$ cat src/sv/twsa_pkg.sv
// Shared types, codes and microprogram for the time window sample averager.
package twsa_pkg;

  // Default store depth and register reset values
  localparam int unsigned DEPTH_DEFAULT   = 256;
  localparam logic [31:0] SCALE_RESET     = 32'h0001_0000;
  localparam logic [19:0] WINDOW_RESET    = 20'd1000;

  // Configuration port
  localparam int unsigned CFG_IDX_W       = 1;
  localparam int unsigned CFG_DATA_W      = 32;
  localparam logic [CFG_IDX_W-1:0] REG_SCALE  = 1'b0;
  localparam logic [CFG_IDX_W-1:0] REG_WINDOW = 1'b1;

  // Field widths
  localparam int unsigned CODE_W   = 16;
  localparam int unsigned TIME_W   = 32;
  localparam int unsigned VALUE_W  = 32;
  localparam int unsigned WINDOW_W = 20;
  localparam int unsigned PROD_W   = CODE_W + VALUE_W;
  localparam int unsigned FRAC_W   = 16;
  localparam int unsigned IN_DATA_W = ((CODE_W + TIME_W + 7) / 8) * 8;

  // Microprogram step counter
  localparam int unsigned STEP_W = 4;
  typedef logic [STEP_W-1:0] step_t;

  // Datapath actions
  typedef enum logic [3:0] {
    ACT_NOP,
    ACT_LATCH,
    ACT_MUL,
    ACT_SCALE,
    ACT_DROP,
    ACT_DROP_FULL,
    ACT_APPEND,
    ACT_DIV_LOAD,
    ACT_DIV_STEP,
    ACT_EMIT
  } act_t;

  // Jump conditions
  typedef enum logic [2:0] {
    COND_NEVER,
    COND_ALWAYS,
    COND_NO_INPUT,
    COND_KEEP,
    COND_DIV_BUSY,
    COND_OUT_BUSY
  } cond_t;

  typedef struct packed {
    act_t  act;
    cond_t cond;
    step_t target;
  } ctl_word_t;

  // Sequencer to datapath
  typedef struct packed {
    act_t act;
    logic en;
  } dp_ctl_t;

  // Datapath to sequencer
  typedef struct packed {
    logic need_evict;
    logic div_busy;
    logic out_busy;
  } dp_stat_t;

  // Program steps
  localparam step_t S_WAIT     = 4'd0;
  localparam step_t S_MUL      = 4'd1;
  localparam step_t S_SCALE    = 4'd2;
  localparam step_t S_CHECK    = 4'd3;
  localparam step_t S_EVICT    = 4'd4;
  localparam step_t S_REREAD   = 4'd5;
  localparam step_t S_FULL     = 4'd6;
  localparam step_t S_APPEND   = 4'd7;
  localparam step_t S_DIV_LOAD = 4'd8;
  localparam step_t S_DIV_STEP = 4'd9;
  localparam step_t S_EMIT     = 4'd10;
  localparam step_t S_DONE     = 4'd11;

  // Control store: one word per step, jump to target when the condition holds
  function automatic ctl_word_t micro_rom(input step_t step);
    ctl_word_t w;
    unique case (step)
      S_WAIT:     w = '{ACT_LATCH,     COND_NO_INPUT, S_WAIT};
      S_MUL:      w = '{ACT_MUL,       COND_NEVER,    S_WAIT};
      S_SCALE:    w = '{ACT_SCALE,     COND_NEVER,    S_WAIT};
      S_CHECK:    w = '{ACT_NOP,       COND_KEEP,     S_FULL};
      S_EVICT:    w = '{ACT_DROP,      COND_NEVER,    S_WAIT};
      S_REREAD:   w = '{ACT_NOP,       COND_ALWAYS,   S_CHECK};
      S_FULL:     w = '{ACT_DROP_FULL, COND_NEVER,    S_WAIT};
      S_APPEND:   w = '{ACT_APPEND,    COND_NEVER,    S_WAIT};
      S_DIV_LOAD: w = '{ACT_DIV_LOAD,  COND_NEVER,    S_WAIT};
      S_DIV_STEP: w = '{ACT_DIV_STEP,  COND_DIV_BUSY, S_DIV_STEP};
      S_EMIT:     w = '{ACT_EMIT,      COND_OUT_BUSY, S_EMIT};
      S_DONE:     w = '{ACT_NOP,       COND_ALWAYS,   S_WAIT};
      default:    w = '{ACT_NOP,       COND_ALWAYS,   S_WAIT};
    endcase
    return w;
  endfunction

endpackage

$ cat src/sv/twsa_seq.sv
// Microprogram sequencer: step counter, control store lookup and jumps.
module twsa_seq
  import twsa_pkg::*;
(
  input  logic     clk,
  input  logic     rst_n,
  input  logic     in_tvalid,
  output logic     in_tready,
  input  dp_stat_t stat,
  output dp_ctl_t  ctl
);

  step_t     upc_r;
  step_t     upc_nxt;
  ctl_word_t word;
  logic      jump;

  assign word = micro_rom(upc_r);

  // Evaluate the jump condition of the current step
  always_comb begin
    unique case (word.cond)
      COND_NEVER:    jump = 1'b0;
      COND_ALWAYS:   jump = 1'b1;
      COND_NO_INPUT: jump = !in_tvalid;
      COND_KEEP:     jump = !stat.need_evict;
      COND_DIV_BUSY: jump = stat.div_busy;
      COND_OUT_BUSY: jump = stat.out_busy;
      default:       jump = 1'b1;
    endcase
  end

  assign upc_nxt = jump ? word.target : upc_r + step_t'(1);

  // Gate the actions that wait on a handshake
  always_comb begin
    ctl.act = word.act;
    unique case (word.act)
      ACT_LATCH: ctl.en = in_tvalid;
      ACT_EMIT:  ctl.en = !stat.out_busy;
      default:   ctl.en = 1'b1;
    endcase
  end

  assign in_tready = (word.act == ACT_LATCH);

  // Advance the step counter
  always_ff @(posedge clk) begin
    if (!rst_n) begin
      upc_r <= S_WAIT;
    end else begin
      upc_r <= upc_nxt;
    end
  end

endmodule

$ cat config.mk
export PLATFORM = sky130hd
export DESIGN_NAME = twsa_seq
export DESIGN_NICKNAME = d
export VERILOG_FILES = /design/src/sv/twsa_pkg.sv /design/src/sv/twsa_seq.sv
export SDC_FILE = /design/constraint.sdc
export NUM_CORES = 1
export LEC_CHECK = 0
export ABC_CLOCK_PERIOD_IN_PS = 4900
export BUFFER_PORTS_ARGS = -buffer_cell sky130_fd_sc_hd__buf_2
export CORE_MARGIN = 1.5
export CORE_UTILIZATION = 58
export DETAILED_ROUTE_END_ITERATION = 8
export GPL_TIMING_DRIVEN = 0
export HOLD_SLACK_MARGIN = 0.12
export PLACE_DENSITY = 0.84
export SLEW_MARGIN = 15
export SYNTH_ARGS = -nofsm -noshare
export SYNTH_HDL_FRONTEND = slang
export SYNTH_SLANG_ARGS = --single-unit
$ cat constraint.sdc
create_clock -name clk -period 4.9 [get_ports clk]
set_clock_uncertainty 0.2 [all_clocks]
set_input_delay 0.98 -clock clk [delete_from_list [all_inputs] [get_ports clk]]
set_output_delay 0.98 -clock clk [all_outputs]
set_load 0.02 [all_outputs]
After elaboration in Yosys (flattened, before gate mapping)
Memories as Yosys holds them, arrays and structs flattened. A register that Yosys moved wholly into a read port is not among the register bits. Index checks and enable logic that the tools add are counted.

Add/sub/neg operators: 1. Equal/unequal tests: 6. Multiplexer cells: 4. Reduce and logical (&&, ||, !) cells: 4.

Operators by type and width (number): 4-bit two-way mux (2); 3-bit by 2-bit == test with 1-bit output, second input constant (2); 3-bit == test, second input constant (2); 1-bit case mux with 5 select lines (1); 4-bit by 1-bit adder with 4-bit output, second input constant (1); 4-bit by 1-bit == test with 1-bit output, second input constant (1); 4-bit == test, second input constant (1); 1-bit logical NOT (3); 3-bit logical NOT (1); 1-bit case mux with 2 select lines (1).

Flip-flop bits (word level): 4. Bits in read-only memories: 176. Input port bits: 6. Logic and storage cells: 17. Memories kept: 1.

Memories: (no name shown) (words 16, bits a word 11, rd ports 1, clocked after Yosys merged registers in 1, wr ports 0, line twsa_pkg.sv:88) `unique case (step)`.

Depth between registers and ports, before layout
Word-level depth: 4. Depth in mapped cells: 9. Gate-level depth less buffers: 8.

Least setup slack after synthesis
Ideal clock, no wire load.

Path type: in2reg. Start: in stat[0] (netlist bit). End: reg word[8] (netlist name). Setup time: 0.129 ns. Data arrival time: 2.598 ns. Data required time: 4.571 ns. Slack: 1.973 ns. Cell stages on the path: 8. Buffers on the path: 0. Path through: or3b_1 nand3_2 a21oi_1 a311oi_1 inv_1 ha_1 nand2_1 o221ai_2.

Longest elaborated chain between the ends: 3.

RTL lines: start, declared (line twsa_seq.sv:9) `input dp_stat_t stat,`; 1-bit case mux with 5 select lines (line twsa_seq.sv:22) `unique case (word.cond)`; 4-bit two-way mux (line twsa_seq.sv:33) `assign upc_nxt = jump ? word.target : upc_r + step_t'(1);`; 4-bit two-way mux (no line).

Every way passes these cells. A chain may end at the register's enable or synchronous reset.

Worst setup path after layout
Start: in stat[0] (netlist bit). End: reg word[8] (netlist name).

Longest elaborated chain between the ends: 3.

RTL lines (line): 1-bit case mux with 5 select lines (twsa_seq.sv:22); 4-bit two-way mux (twsa_seq.sv:33); 4-bit two-way mux (no line).

Every way passes these cells.

==> metrics.yaml <==
grt_pass1_vias: 581
cap_violations: 0
drive_above_1_share_pct: 32.6
synth_most_common_cell: "dfxtp_1"
fin_crit_sh_pct: 62.7
cts_sinks: 13
finalHoldViolations: 0
grt_max_degree: 9
synth-main-ff-cell: "dfxtp_1"
grt-ovfl-total: 0
routed_wl_mm: 1.44
placementRows: 13
die_x_um: 40.0
post_cts_buffers: 0
antenna_found_initial: 0
critPathCaptureType: "flip-flop"
crit_fanout: 6
ant_nets: 0
via_count: 639
synth_edf_count: 0
synth_common_cells: "dfxtp_1, inv_1, ha_1"
synth_area_leaders: "dfxtp_1, ha_1, buf_4"
synth_top_area_share_pct: 32.8
n_antenna_cell: 0
path_class: "input pin to flip-flop"
place_congestion: 0.779
yosysWarnings: 0
syn2layout_area_growth_pct: 12.0
viasPerCell: 5.81
power.density_mw_per_mm2: 697
power_leakage_nw: 0.395
clk_path_buf_depth: 2
clock_latency_ps: 270
totalNegativeSetupSlack_ps: 0
ctsResizeCount: 0
cts-root-buf: "clkbuf_4"
cp.arrival_ps: 3020
drc: 0
final_area_um2: 888
final_core_utilization_pct: 69.1
period_minus_slack_ps: 3070
dieArea_mm2: 0.00160
cts_tree: "done"
die_h_um: 40.0
vdd_ir_drop_max_mv: 0.395
crit_required_ps: 4850
cts_buffers: 3
ys_types: 44
slew_violations: 0
async_flop_share_pct: 0
start_kind: "input pin"
ys_seq_area_share_pct: 32.8
synth_top_cell_by_area: "dfxtp_1"
first_pass_iters: 4
status: "finished clean"
drt-initial-drc-count: 14
fill_cells: 101
wire_per_inst_um: 13.0
ioPinCount: 12
placeableCoreArea_mm2: 0.00128
setup_viol: 0
htree_levels: 1
io_buffers: 10
grt_util_all_layers_pct: 22.9
synthCells: 81
hp-class: "flip-flop to flip-flop"
fmax_mhz: 325
cts_hold_buf: 0
detailed_place_hpwl_mm: 1.16
path_clk_slew_ps: 70
grt_setup_unrepaired: "no"
syn-cell-area_um2: 793
start_util_pct: 61.7
synth_fp_nets: 92
nNetsFinal: 107
maxSlewHeadroom_pct: 59.9
ys_ff_latch: 13
grt_pass1_wl_mm: 2.37
synth_area_per_cell_um2: 9.79
place_area_um2: 862
worst_slew_pin_slew_ps: 597
-- through the flow --
step | setup slack, ps | instances | power (mW) | hold slack [ps]
after global placement | 1620 | 106 | 0.539 | 318
after floorplan | 1970 | 81 | 0.475 | 283
after global routing | 1660 | 110 | 0.668 | 379
after CTS | 1870 | 110 | 0.619 | 353
final | 1830 | 110 | 0.619 | 355
after detailed placement | 1580 | 106 | 0.557 | 343
-- routing by layer --
| metal | global-route usage [%] | share of wire [%] | up-vias |
|---|---|---|---|
| met5 | 0 | 0 | - |
| met3 | 3.89 | 4.1 | 4 |
| met4 | 12.9 | 1.9 | 0 |
| met2 | 38.3 | 50 | 16 |
| li1 | - | - | 331 |
| met1 | 27.5 | 44 | 288 |
-- critical path, stage by stage --
cell and delay [ps]:
buf_2 100, or3b_1 440, nand3_2 160, a21oi_1 100, a311oi_1 540, inv_1 150, ha_1 370, nand2_1 90
o221ai_2 90
-- sequential cells by signal, indices dropped and copies added (netlist names) --
signal  flops
word        9
upc_r       4
-- power by group --
part / leakage [nW] / total, mW / internal, mW / switching (mW)
registers: 0.107 / 0.184 / 0.152 / 0.0326
logic: 0.273 / 0.371 / 0.161 / 0.211
clock network: 0.0150 / 0.0633 / 0.0315 / 0.0318
total: 0.395 / 0.619 / 0.344 / 0.275
-- logic make-up (layout without fill, tap and decap cells) --
group / after synthesis / count (layout) / synth area share (%)
simple gates: 21 / 21 / 17.0
flops: 13 / 13 / 32.8
xor+xnor: 2 / 2 / 2.21
buf+inv: 15 / 29 / 10.7
fa+ha+maj: 5 / 5 / 7.89
compound gates: 25 / 25 / 29.3
-- final cells by class --
cell class,count,area [µm²],share of cell area (%)
clock buffer,4,26.3,2.96
buffer,6,46.3,5.21
multi-input combinational,53,448,50.4
inverter,9,38.8,4.37
timing repair buffer,10,50.0,5.63
tap,15,18.8,2.11
sequential,13,260,29.3
-- final timing paths --
check / startpoint / endpoint / slack, ps / cells after the start
setup / recovery: stat[0] / word[8] / 1830 / 9
hold / removal: upc_r[0] / upc_r[0] / 350 / 1
setup reg to reg: word[6] / word[8] / 2210 / 8
hold reg to reg: upc_r[0] / upc_r[0] / 350 / 1
-- placed cells by master (no fill, tap or decap), types with 2 or more instances in the layout --
master,count
nand4_1,3
a21boi_0,2
nand3_1,2
nor2_1,2
a21boi_1,2
dfxtp_1,13
ha_1,5
a21oi_1,2
buf_4,4
buf_2,11
a211oi_2,2
inv_1,8
and3_1,3
clkbuf_4,3
a311oi_1,2
(Power assumes the default switching activity.)
